**src/rtl/sufs_pkg.sv**
```systemverilog
// Package of the sound unit frame sequencer: register indexes, decoded
// command type, read masks and helper functions. No dependencies.
package sufs_pkg;

  localparam int WAVE_RAM_BYTES = 16;
  localparam int WAVE_AW = $clog2(WAVE_RAM_BYTES);
  localparam int NUM_REGS = 21;
  localparam int QUEUE_DEPTH = 2;

  typedef enum logic [1:0] {
    OP_READ  = 2'd0,
    OP_WRITE = 2'd1,
    OP_TICK  = 2'd2,
    OP_CLEAR = 2'd3
  } op_t;

  typedef enum logic [4:0] {
    R_SQA_SWEEP = 5'd0, R_SQA_DUTY = 5'd1, R_SQA_ENV = 5'd2, R_SQA_FLO = 5'd3,
    R_SQA_FHI = 5'd4, R_SQB_DUTY = 5'd5, R_SQB_ENV = 5'd6, R_SQB_FLO = 5'd7,
    R_SQB_FHI = 5'd8, R_WAV_ON = 5'd9, R_WAV_LEN = 5'd10, R_WAV_LVL = 5'd11,
    R_WAV_FLO = 5'd12, R_WAV_FHI = 5'd13, R_NOI_LEN = 5'd14, R_NOI_ENV = 5'd15,
    R_NOI_POLY = 5'd16, R_NOI_CTL = 5'd17, R_MIX_VOL = 5'd18, R_MIX_PAN = 5'd19,
    R_PWR_CTL = 5'd20, R_NONE = 5'd31
  } reg_idx_t;

  typedef enum logic [1:0] {
    K_NONE = 2'd0,
    K_REG  = 2'd1,
    K_WAVE = 2'd2
  } target_t;

  typedef struct packed {
    op_t          op;
    target_t      target;
    reg_idx_t     idx;
    logic [WAVE_AW-1:0] wave_addr;
    logic [7:0]   data;
    logic [7:0]   cycles;
  } cmd_t;

  function automatic reg_idx_t map_addr(input logic [4:0] off);
    reg_idx_t r;
    unique case (off)
      5'd0: r = R_SQA_SWEEP;  5'd1: r = R_SQA_DUTY;  5'd2: r = R_SQA_ENV;
      5'd3: r = R_SQA_FLO;    5'd4: r = R_SQA_FHI;   5'd6: r = R_SQB_DUTY;
      5'd7: r = R_SQB_ENV;    5'd8: r = R_SQB_FLO;   5'd9: r = R_SQB_FHI;
      5'd10: r = R_WAV_ON;    5'd11: r = R_WAV_LEN;  5'd12: r = R_WAV_LVL;
      5'd13: r = R_WAV_FLO;   5'd14: r = R_WAV_FHI;  5'd16: r = R_NOI_LEN;
      5'd17: r = R_NOI_ENV;   5'd18: r = R_NOI_POLY; 5'd19: r = R_NOI_CTL;
      5'd20: r = R_MIX_VOL;   5'd21: r = R_MIX_PAN;  5'd22: r = R_PWR_CTL;
      default: r = R_NONE;
    endcase
    return r;
  endfunction

  function automatic logic [7:0] read_or(input reg_idx_t i);
    logic [7:0] v;
    unique case (i)
      R_SQA_SWEEP: v = 8'h80;
      R_SQA_DUTY, R_SQB_DUTY: v = 8'h3F;
      R_SQA_FLO, R_SQB_FLO, R_WAV_LEN, R_WAV_FLO, R_NOI_LEN: v = 8'hFF;
      R_SQA_FHI, R_SQB_FHI, R_WAV_FHI, R_NOI_CTL: v = 8'hBF;
      R_WAV_ON: v = 8'h7F;
      R_WAV_LVL: v = 8'h9F;
      default: v = 8'h00;
    endcase
    return v;
  endfunction

  function automatic logic [7:0] wave_init(input int i);
    return (i % 2 == 1) ? 8'hFF : 8'h00;
  endfunction

endpackage

```
**src/rtl/sound_unit_frame_sequencer_top.sv**
```systemverilog
// A transaction's result passes through the queue and then the back part's
// output register before it is on the outputs.
// Throughput: one transaction per cycle while the output is not stalled.
// Reset: synchronous rst clears state to power-up values, threshold 8192.
// Top level; depends on sufs_pkg, sufs_front, sufs_queue and sufs_back.
module sound_unit_frame_sequencer_top import sufs_pkg::*; (
  input  logic        clk,
  input  logic        rst,
  input  logic        in_valid,
  output logic        in_stall,
  input  logic [1:0]  op,
  input  logic [15:0] address,
  input  logic [7:0]  write_data,
  input  logic [7:0]  cycles,
  input  logic        cfg_valid,
  output logic        cfg_ready,
  input  logic [15:0] cfg_data,
  output logic        out_valid,
  input  logic        out_stall,
  output logic [7:0]  read_data,
  output logic [3:0]  ready_mask,
  output logic [3:0]  volume_square_a,
  output logic [3:0]  volume_square_b,
  output logic [3:0]  volume_noise,
  output logic [2:0]  volume_changed,
  output logic [15:0] sweep_frequency
);
  cmd_t fcmd, qcmd;
  logic full, empty, take;
  logic [15:0] threshold;

  assign cfg_ready = 1'b1;
  assign in_stall = full;

  always_ff @(posedge clk) begin
    if (rst) begin
      threshold <= 16'd8192;
    end else if (cfg_valid && cfg_ready) begin
      threshold <= cfg_data;
    end
  end

  sufs_front u_front (.op, .address, .write_data, .cycles, .cmd(fcmd));

  sufs_queue u_queue (
    .clk, .rst, .push(in_valid && !in_stall), .push_cmd(fcmd), .full,
    .pop(take), .empty, .head(qcmd)
  );

  sufs_back u_back (
    .clk, .rst, .threshold, .cmd_valid(!empty), .cmd(qcmd), .cmd_take(take),
    .out_valid, .out_stall, .read_data, .ready_mask, .volume_square_a,
    .volume_square_b, .volume_noise, .volume_changed, .sweep_frequency
  );
endmodule

```
**src/rtl/sufs_front.sv**
```systemverilog
// Front part: decodes the address and operation of input transactions
// into a command. Depends on sufs_pkg.
module sufs_front import sufs_pkg::*; (
  input  logic [1:0]  op,
  input  logic [15:0] address,
  input  logic [7:0]  write_data,
  input  logic [7:0]  cycles,
  output cmd_t        cmd
);
  always_comb begin
    cmd.op = op_t'(op);
    cmd.data = write_data;
    cmd.cycles = cycles;
    cmd.wave_addr = address[WAVE_AW-1:0];
    cmd.idx = R_NONE;
    if (address >= 16'hFF30 && address < 16'(32'hFF30 + WAVE_RAM_BYTES)) begin
      cmd.target = K_WAVE;
    end else if (address >= 16'hFF10 && address <= 16'hFF26) begin
      cmd.idx = map_addr(5'(address - 16'hFF10));
      cmd.target = (cmd.idx == R_NONE) ? K_NONE : K_REG;
    end else begin
      cmd.target = K_NONE;
    end
  end
endmodule

```
**src/rtl/sufs_queue.sv**
```systemverilog
// Short command queue between front and back parts.
// Depends on sufs_pkg.
module sufs_queue import sufs_pkg::*; (
  input  logic clk,
  input  logic rst,
  input  logic push,
  input  cmd_t push_cmd,
  output logic full,
  input  logic pop,
  output logic empty,
  output cmd_t head
);
  localparam int PW = $clog2(QUEUE_DEPTH);
  cmd_t mem [QUEUE_DEPTH];
  logic [PW-1:0] wr, rd;
  logic [PW:0] count;

  assign full = count == (PW+1)'(QUEUE_DEPTH);
  assign empty = count == '0;
  assign head = mem[rd];

  always_ff @(posedge clk) begin
    if (push) begin
      mem[wr] <= push_cmd;
    end
    if (rst) begin
      wr <= '0;
      rd <= '0;
      count <= '0;
    end else begin
      if (push) begin
        wr <= wr + 1'b1;
      end
      if (pop) begin
        rd <= rd + 1'b1;
      end
      count <= count + (PW+1)'(push) - (PW+1)'(pop);
    end
  end

`ifndef SYNTHESIS
  a_no_overflow: assert property (@(posedge clk) disable iff (rst) full |-> !push)
    else $error("push into full queue");
  a_no_underflow: assert property (@(posedge clk) disable iff (rst) empty |-> !pop)
    else $error("pop from empty queue");
  a_count: assert property (@(posedge clk) disable iff (rst)
    count <= (PW+1)'(QUEUE_DEPTH)) else $error("queue count out of range");
`endif
endmodule

```
**src/rtl/sufs_back.sv**
```systemverilog
// Back part: register file, wave RAM, length counters, envelopes, sweep
// and frame sequencer; one command per cycle into an output register while the output is not stalled.
// Depends on sufs_pkg.
module sufs_back import sufs_pkg::*; (
  input  logic        clk,
  input  logic        rst,
  input  logic [15:0] threshold,
  input  logic        cmd_valid,
  input  cmd_t        cmd,
  output logic        cmd_take,
  output logic        out_valid,
  input  logic        out_stall,
  output logic [7:0]  read_data,
  output logic [3:0]  ready_mask,
  output logic [3:0]  volume_square_a,
  output logic [3:0]  volume_square_b,
  output logic [3:0]  volume_noise,
  output logic [2:0]  volume_changed,
  output logic [15:0] sweep_frequency
);
  logic [7:0]  regs [NUM_REGS];
  logic [7:0]  wave [WAVE_RAM_BYTES];
  logic [23:0] acc;
  logic [2:0]  step;
  logic [8:0]  len [4];
  logic [2:0]  eper [3];
  logic [3:0]  evol [3];
  logic [2:0]  scnt;
  logic [15:0] shadow;
  logic        sen;
  logic [3:0]  rdy;

  logic [7:0]  regs_next [NUM_REGS];
  logic [7:0]  wave_next [WAVE_RAM_BYTES];
  logic [23:0] acc_next;
  logic [2:0]  step_next;
  logic [8:0]  len_next [4];
  logic [2:0]  eper_next [3];
  logic [3:0]  evol_next [3];
  logic [2:0]  scnt_next;
  logic [15:0] shadow_next;
  logic        sen_next;
  logic [3:0]  rdy_next;
  logic [7:0]  rd;
  logic [2:0]  chg;

  assign cmd_take = cmd_valid && (!out_valid || !out_stall);

  localparam reg_idx_t ENV_R [3] = '{R_SQA_ENV, R_SQB_ENV, R_NOI_ENV};
  localparam reg_idx_t CTL_R [4] = '{R_SQA_FHI, R_SQB_FHI, R_WAV_FHI, R_NOI_CTL};
  localparam reg_idx_t LEN_R [4] = '{R_SQA_DUTY, R_SQB_DUTY, R_WAV_LEN, R_NOI_LEN};

  always_comb begin
    logic [24:0] sum;
    logic [15:0] d, nx;
    logic [7:0]  s, n;
    logic [1:0]  trig;
    logic        do_trig;
    regs_next = regs;
    wave_next = wave;
    acc_next = acc;
    step_next = step;
    len_next = len;
    eper_next = eper;
    evol_next = evol;
    scnt_next = scnt;
    shadow_next = shadow;
    sen_next = sen;
    rdy_next = rdy;
    rd = 8'hFF;
    chg = '0;
    sum = '0;
    d = '0;
    nx = '0;
    s = regs[R_SQA_SWEEP];
    n = '0;
    trig = '0;
    do_trig = 1'b0;
    unique case (cmd.op)
      OP_READ: begin
        if (cmd.target == K_WAVE) begin
          rd = wave[cmd.wave_addr];
        end else if (cmd.target == K_REG) begin
          if (cmd.idx == R_PWR_CTL) begin
            rd = regs[R_PWR_CTL] | ((regs[R_NOI_CTL] >> 4) & 8'h08)
              | (((regs[R_WAV_FHI] & regs[R_WAV_ON]) >> 5) & 8'h04)
              | ((regs[R_SQB_FHI] >> 6) & 8'h02) | (regs[R_SQA_FHI] >> 7) | 8'h70;
          end else begin
            rd = regs[cmd.idx] | read_or(cmd.idx);
          end
        end
      end
      OP_WRITE: begin
        if (cmd.target == K_WAVE) begin
          wave_next[cmd.wave_addr] = cmd.data;
        end else if (cmd.target == K_REG && cmd.idx == R_PWR_CTL) begin
          for (int i = 0; i < NUM_REGS; i++) begin
            regs_next[i] = '0;
          end
          regs_next[R_PWR_CTL] = cmd.data & 8'h80;
          for (int i = 0; i < WAVE_RAM_BYTES; i++) begin
            wave_next[i] = wave_init(i);
          end
          if (!cmd.data[7]) begin
            rdy_next = 4'hF;
          end
        end else if (cmd.target == K_REG) begin
          regs_next[cmd.idx] = cmd.data;
          unique case (cmd.idx)
            R_SQA_SWEEP: begin
              s = cmd.data;
              scnt_next = s[6:4];
              shadow_next = {5'd0, regs[R_SQA_FHI][2:0], regs[R_SQA_FLO]};
              sen_next = (s & 8'h77) != 0;
              d = shadow_next >> s[2:0];
              nx = s[3] ? shadow_next - d : shadow_next + d;
              if (s[2:0] != 0 && nx > 16'h07FF) begin
                sen_next = 1'b0;
                regs_next[R_SQA_FHI][7] = 1'b0;
              end
              rdy_next[0] = 1'b1;
            end
            R_SQA_ENV: begin
              eper_next[0] = cmd.data[2:0];
              evol_next[0] = cmd.data[7:4];
              rdy_next[0] = 1'b1;
            end
            R_SQB_ENV: begin
              eper_next[1] = cmd.data[2:0];
              evol_next[1] = cmd.data[7:4];
              rdy_next[1] = 1'b1;
            end
            R_NOI_ENV: begin
              eper_next[2] = cmd.data[2:0];
              evol_next[2] = cmd.data[7:4];
              rdy_next[3] = 1'b1;
            end
            R_WAV_ON, R_WAV_LVL: rdy_next[2] = 1'b1;
            R_SQA_FHI: begin trig = 2'd0; do_trig = cmd.data[7]; end
            R_SQB_FHI: begin trig = 2'd1; do_trig = cmd.data[7]; end
            R_WAV_FHI: begin trig = 2'd2; do_trig = cmd.data[7]; end
            R_NOI_CTL: begin trig = 2'd3; do_trig = cmd.data[7]; end
            default: ;
          endcase
          if (do_trig) begin
            n = regs[LEN_R[trig]];
            if (trig == 2'd2) begin
              len_next[2] = (n == 0) ? 9'h100 : {1'b0, n};
            end else begin
              len_next[trig] = (n[5:0] == 0) ? 9'h040 : {3'd0, n[5:0]};
            end
            rdy_next[trig] = 1'b1;
            if (trig == 2'd0) begin
              scnt_next = s[6:4];
              shadow_next = {5'd0, cmd.data[2:0], regs[R_SQA_FLO]};
              sen_next = (s & 8'h77) != 0;
              d = shadow_next >> s[2:0];
              nx = s[3] ? shadow_next - d : shadow_next + d;
              if (s[2:0] != 0 && nx > 16'h07FF) begin
                sen_next = 1'b0;
                regs_next[R_SQA_FHI][7] = 1'b0;
              end
              eper_next[0] = regs[R_SQA_ENV][2:0];
              evol_next[0] = regs[R_SQA_ENV][7:4];
            end else if (trig == 2'd1) begin
              eper_next[1] = regs[R_SQB_ENV][2:0];
              evol_next[1] = regs[R_SQB_ENV][7:4];
            end else if (trig == 2'd3) begin
              eper_next[2] = regs[R_NOI_ENV][2:0];
              evol_next[2] = regs[R_NOI_ENV][7:4];
            end
          end
        end
      end
      OP_TICK: begin
        sum = {1'b0, acc} + 25'(cmd.cycles);
        acc_next = sum[24] ? 24'hFFFFFF : sum[23:0];
        if (acc_next >= 24'(threshold)) begin
          acc_next = acc_next - 24'(threshold);
          step_next = step + 3'd1;
          if (!step_next[0]) begin
            for (int i = 0; i < 4; i++) begin
              if (regs[CTL_R[i]][6] && len[i] != 0) begin
                len_next[i] = len[i] - 9'd1;
                if (len_next[i] == 0) begin
                  regs_next[CTL_R[i]][7] = 1'b0;
                  rdy_next[i] = 1'b1;
                end
              end
            end
          end
          if (step_next == 3'd7) begin
            for (int i = 0; i < 3; i++) begin
              if (regs[ENV_R[i]][2:0] != 0) begin
                eper_next[i] = eper[i] - 3'd1;
                if (eper_next[i] == 0) begin
                  eper_next[i] = regs[ENV_R[i]][2:0];
                  if (regs[ENV_R[i]][3] && evol[i] != 4'd15) begin
                    evol_next[i] = evol[i] + 4'd1;
                  end
                  if (!regs[ENV_R[i]][3] && evol[i] != 0) begin
                    evol_next[i] = evol[i] - 4'd1;
                  end
                  chg[i] = 1'b1;
                end
              end
            end
          end
          if (step_next[1:0] == 2'd2 && s[6:4] != 0 && sen) begin
            scnt_next = scnt - 3'd1;
            if (scnt_next == 0) begin
              d = shadow >> s[2:0];
              shadow_next = s[3] ? shadow - d : shadow + d;
              if (shadow_next > 16'h07FF) begin
                regs_next[R_SQA_FHI][7] = 1'b0;
              end
              scnt_next = s[6:4];
              rdy_next[0] = 1'b1;
            end
          end
        end
      end
      OP_CLEAR: rdy_next = '0;
      default: ;
    endcase
  end

  always_ff @(posedge clk) begin
    if (rst) begin
      for (int i = 0; i < NUM_REGS; i++) begin
        regs[i] <= '0;
      end
      for (int i = 0; i < WAVE_RAM_BYTES; i++) begin
        wave[i] <= wave_init(i);
      end
      for (int i = 0; i < 4; i++) begin
        len[i] <= '0;
      end
      for (int i = 0; i < 3; i++) begin
        eper[i] <= '0;
        evol[i] <= '0;
      end
      acc <= '0;
      step <= '0;
      scnt <= '0;
      shadow <= '0;
      sen <= 1'b0;
      rdy <= '0;
      out_valid <= 1'b0;
    end else begin
      if (cmd_take) begin
        regs <= regs_next;
        wave <= wave_next;
        len <= len_next;
        eper <= eper_next;
        evol <= evol_next;
        acc <= acc_next;
        step <= step_next;
        scnt <= scnt_next;
        shadow <= shadow_next;
        sen <= sen_next;
        rdy <= rdy_next;
        out_valid <= 1'b1;
      end else if (!out_stall) begin
        out_valid <= 1'b0;
      end
    end
  end

  always_ff @(posedge clk) begin
    if (cmd_take) begin
      read_data <= rd;
      ready_mask <= rdy_next;
      volume_square_a <= evol_next[0];
      volume_square_b <= evol_next[1];
      volume_noise <= evol_next[2];
      volume_changed <= chg;
      sweep_frequency <= shadow_next;
    end
  end

`ifndef SYNTHESIS
  a_hold: assert property (@(posedge clk) disable iff (rst)
    out_valid && out_stall |=> out_valid && $stable(read_data) && $stable(ready_mask))
    else $error("stalled result changed");
  a_rdy_out: assert property (@(posedge clk) disable iff (rst)
    $past(cmd_take) |-> ready_mask == rdy) else $error("ready mask mismatch");
  a_vol_out: assert property (@(posedge clk) disable iff (rst)
    $past(cmd_take) |-> volume_square_a == evol[0] && sweep_frequency == shadow)
    else $error("output snapshot mismatch");
`endif
endmodule

```
**config.mk**
```make
export PLATFORM = sky130hd
export DESIGN_NAME = sound_unit_frame_sequencer_top
export DESIGN_NICKNAME = d
export VERILOG_FILES = /design/src/rtl/sufs_pkg.sv /design/src/rtl/sound_unit_frame_sequencer_top.sv /design/src/rtl/sufs_front.sv /design/src/rtl/sufs_queue.sv /design/src/rtl/sufs_back.sv
export SDC_FILE = /design/constraint.sdc
export NUM_CORES = 2
export LEC_CHECK = 0
export ABC_AREA = 1
export BUFFER_PORTS_ARGS = -buffer_cell sky130_fd_sc_hd__buf_2
export CORE_UTILIZATION = 43
export CTS_BUF_LIST = sky130_fd_sc_hd__clkbuf_4 sky130_fd_sc_hd__clkbuf_8
export DETAILED_ROUTE_END_ITERATION = 10
export PLACE_DENSITY_LB_ADDON = 0.12
export RECOVER_POWER = 100
export SLEW_MARGIN = 0
export SYNTH_ARGS = -nofsm -noshare
export SYNTH_HDL_FRONTEND = slang
export SYNTH_SLANG_ARGS = --single-unit
```
**constraint.sdc**
```tcl
create_clock -name clk -period 8.5 [get_ports clk]
set_clock_uncertainty 0.1 [all_clocks]
set_input_delay 1.7 -clock clk [delete_from_list [all_inputs] [get_ports clk]]
set_output_delay 1.7 -clock clk [all_outputs]
set_load 0.01 [all_outputs]
```
==> flow_summary.ini <==
[critical_path]
reg2reg_slack_ps = 750
slowest_delay_ps = 2460
worst_setup_path_start_kind = register
worstPathRequired_ps = 8850
slowest_stage = clkbuf_1
path_cells = clkbuf_1, or2_2, nand2_2, clkbuf_2, inv_2, clkbuf_1, a21oi_1, o21ai_0, o21ai_0, a2111oi_0, o311ai_0, o311ai_0, nand2_1
critPathMaxFanout = 76
critical_path_class = register to register
critPathTopFamily = buffers and inverters
cp-end-kind = register
crit_arrival_ps = 8110
cp_num_buf_inv = 4

[synthesis]
async_reset_ff_share_pct = 0
ys_warn_count = 0
synth_area_um2 = 32100
syn_inst = 4693
synth_seq_cells = 511
yosysSeqAreaShare_pct = 35.1
synth_ff_type = dfxtp_1
synth.avg_cell_area_um2 = 6.83
synth_nets = 4858
synth_edf_count = 101
yosysUniqueCellTypes = 72

[clocking]
ctsResizeCount = 0
cts_buffers = 94
cts_tree = built
clock_latency_ps = 730
cts.path.max_buffers = 3
cts_sinks = 511
ctsHoldBuffers = 0
post_cts_buffers = 0
clk_pin_slew_ps = 70
root_buffer = clkbuf_8
cts-htree-levels = 3

[die]
fp.dieH_um = 275
core_um2 = 73300
dieArea_um2 = 75600
fp.dieW_um = 275
io_pins = 101
rows = 99
start_util_pct = 43.7

[grt]
track_usage_pct = 28.7
grt_overflow = 0
grt_pass1_vias = 29900
grt_max_degree = 206
grt_pass1_wl_um = 171000
antenna_found_initial = 1

[routing]
drcViolationCount = 3
wire_per_inst_um = 19.2
vias = 32200
avgViaCountPerCell = 5.59
finalWirelength_um = 111000
drtIter0Drc = 3100
first_pass_iters = 9
final_antenna_net_count = 0

[final_layout]
drive_gt1_share_pct = 7.89
fin_nets = 4890
area_growth_pct = 9.45
layout_common_cells = nand2_1 (1,306), a21oi_1 (461), inv_1 (422)
final_common_cell = nand2_1

[sta]
timing_hold_violations_final = 0
worstMarginPinSlew_ps = 4550
whs_ps = 353
setup_viol = 0
timing.final.crit_period_ps = 7750
period_share_pct = 91.2
finalMaxSlewViolations = 587
max_freq_mhz = 129
rsz0062_at_grt = false
tns_ps = 0
slew_headroom_pct = -203

[power_and_ir_drop]
leakagePower_nw = 14.7
power.density_nw_per_um2 = 359
peakVddDrop_v = 0.000239

[flow_run]
max-cap-violations = 8

[placement]
gp_congestion = 0.964
portBuffers = 99
dpl.hpwl_um = 76000

[outcome]
violations = design-rule violations, max-capacitance violations, max-slew violations
status = finished with violations

[worst_hold_path]
min_path_type = register to register
hp-start = u_back.regs[6]
[worst min-delay path, cell delays in order, from the launching register on]
cell and delay, ps:
dfxtp_1 300, inv_1 60, nor3_1 50
[cells in the mapped netlist, types with 12 or more instances]
library cell | n | share of area (%)
or2_2 | 31 | 0.61
o21ai_1 | 40 | 0.62
dfxtp_1 | 410 | 26
nand3_1 | 338 | 5.3
nor2_2 | 17 | 0.33
o21ai_0 | 324 | 5.1
edfxtp_1 | 101 | 9.5
clkbuf_1 | 141 | 1.7
inv_1 | 423 | 5.0
buf_4 | 12 | 0.28
nor3_1 | 46 | 0.72
xor2_1 | 68 | 1.9
nand4_1 | 34 | 0.66
clkinv_1 | 17 | 0.20
o211ai_1 | 82 | 1.9
ha_1 | 105 | 4.1
nand2_1 | 1306 | 15
a31oi_1 | 43 | 0.84
buf_2 | 33 | 0.52
o22ai_1 | 41 | 0.80
xnor2_1 | 28 | 0.77
nor2_1 | 313 | 3.7
a22oi_1 | 62 | 1.5
a21oi_1 | 460 | 7.2
inv_2 | 23 | 0.27
[registers in the layout, summed over array words and instances, names as in the netlist, 8 cells and up, named ones only]
register / flops
u_back.regs: 152
u_back.wave: 128
u_queue.mem: 58
u_back.len: 36
u_back.acc: 24
threshold: 16
u_back.shadow: 16
u_back.sweep_frequency: 16
u_back.evol: 12
u_back.eper: 9
u_back.read_data: 8
[where the power goes]
group	total [W]	internal [W]	switching, W
clock network	0.00261	0.00145	0.00116
registers	0.00317	0.00291	0.000268
logic	0.00681	0.00217	0.00463
[metrics by stage]
step           area [um^2]  util [%]  cells  worst slack (ps)  total power (W)
2_1_floorplan        32100         -   4693              3360          0.00816
3_3_place_gp         33200      45.3   5588              1580          0.00997
3_5_place_dp         33200      45.3   5588              1390          0.00997
4_1_cts              35200      48.1   5760              1330           0.0126
5_1_grt              35100      47.8   5761               291           0.0136
6_report             35100      47.8   5761               748           0.0126
[area by class of cell]
cell class	count	area [um^2]
clock buffer	130	1610
tap	959	1200
sequential	511	11200
multi-input combinational	3508	18100
antenna	1	2.50
inverter	468	1770
clock inverter	42	430
fill	7759	38200
timing repair buffer	142	706
[layer usage]
metal  GRT usage [%]  share of wire, %
met1            38.2                45
met2            46.4                45
met3            4.48               6.4
met4            11.3               3.8
met5               0                 0
[kinds of logic (layout without fill, tap and decap cells)]
kind of cell / after synthesis / count (layout) / share of synthesized area (%)
fa+ha+maj: 110 / 110 / 4.41
compound gates: 1150 / 1150 / 20.8
simple gates: 2141 / 2141 / 28.4
buf+inv: 674 / 782 / 8.43
xor+xnor: 96 / 96 / 2.62
flops: 511 / 511 / 35.1
mux: 10 / 10 / 0.312
other cells: 1 / 2 / 0.0117
[worst paths after layout]
path,end,depth (start not counted)
worst min-delay path,u_back.regs[6],2
worst min register to register,u_back.regs[6],2
worst max-delay path,u_back.read_data[3],13
worst max register to register,u_back.read_data[3],13
(Power assumes the default switching activity.)
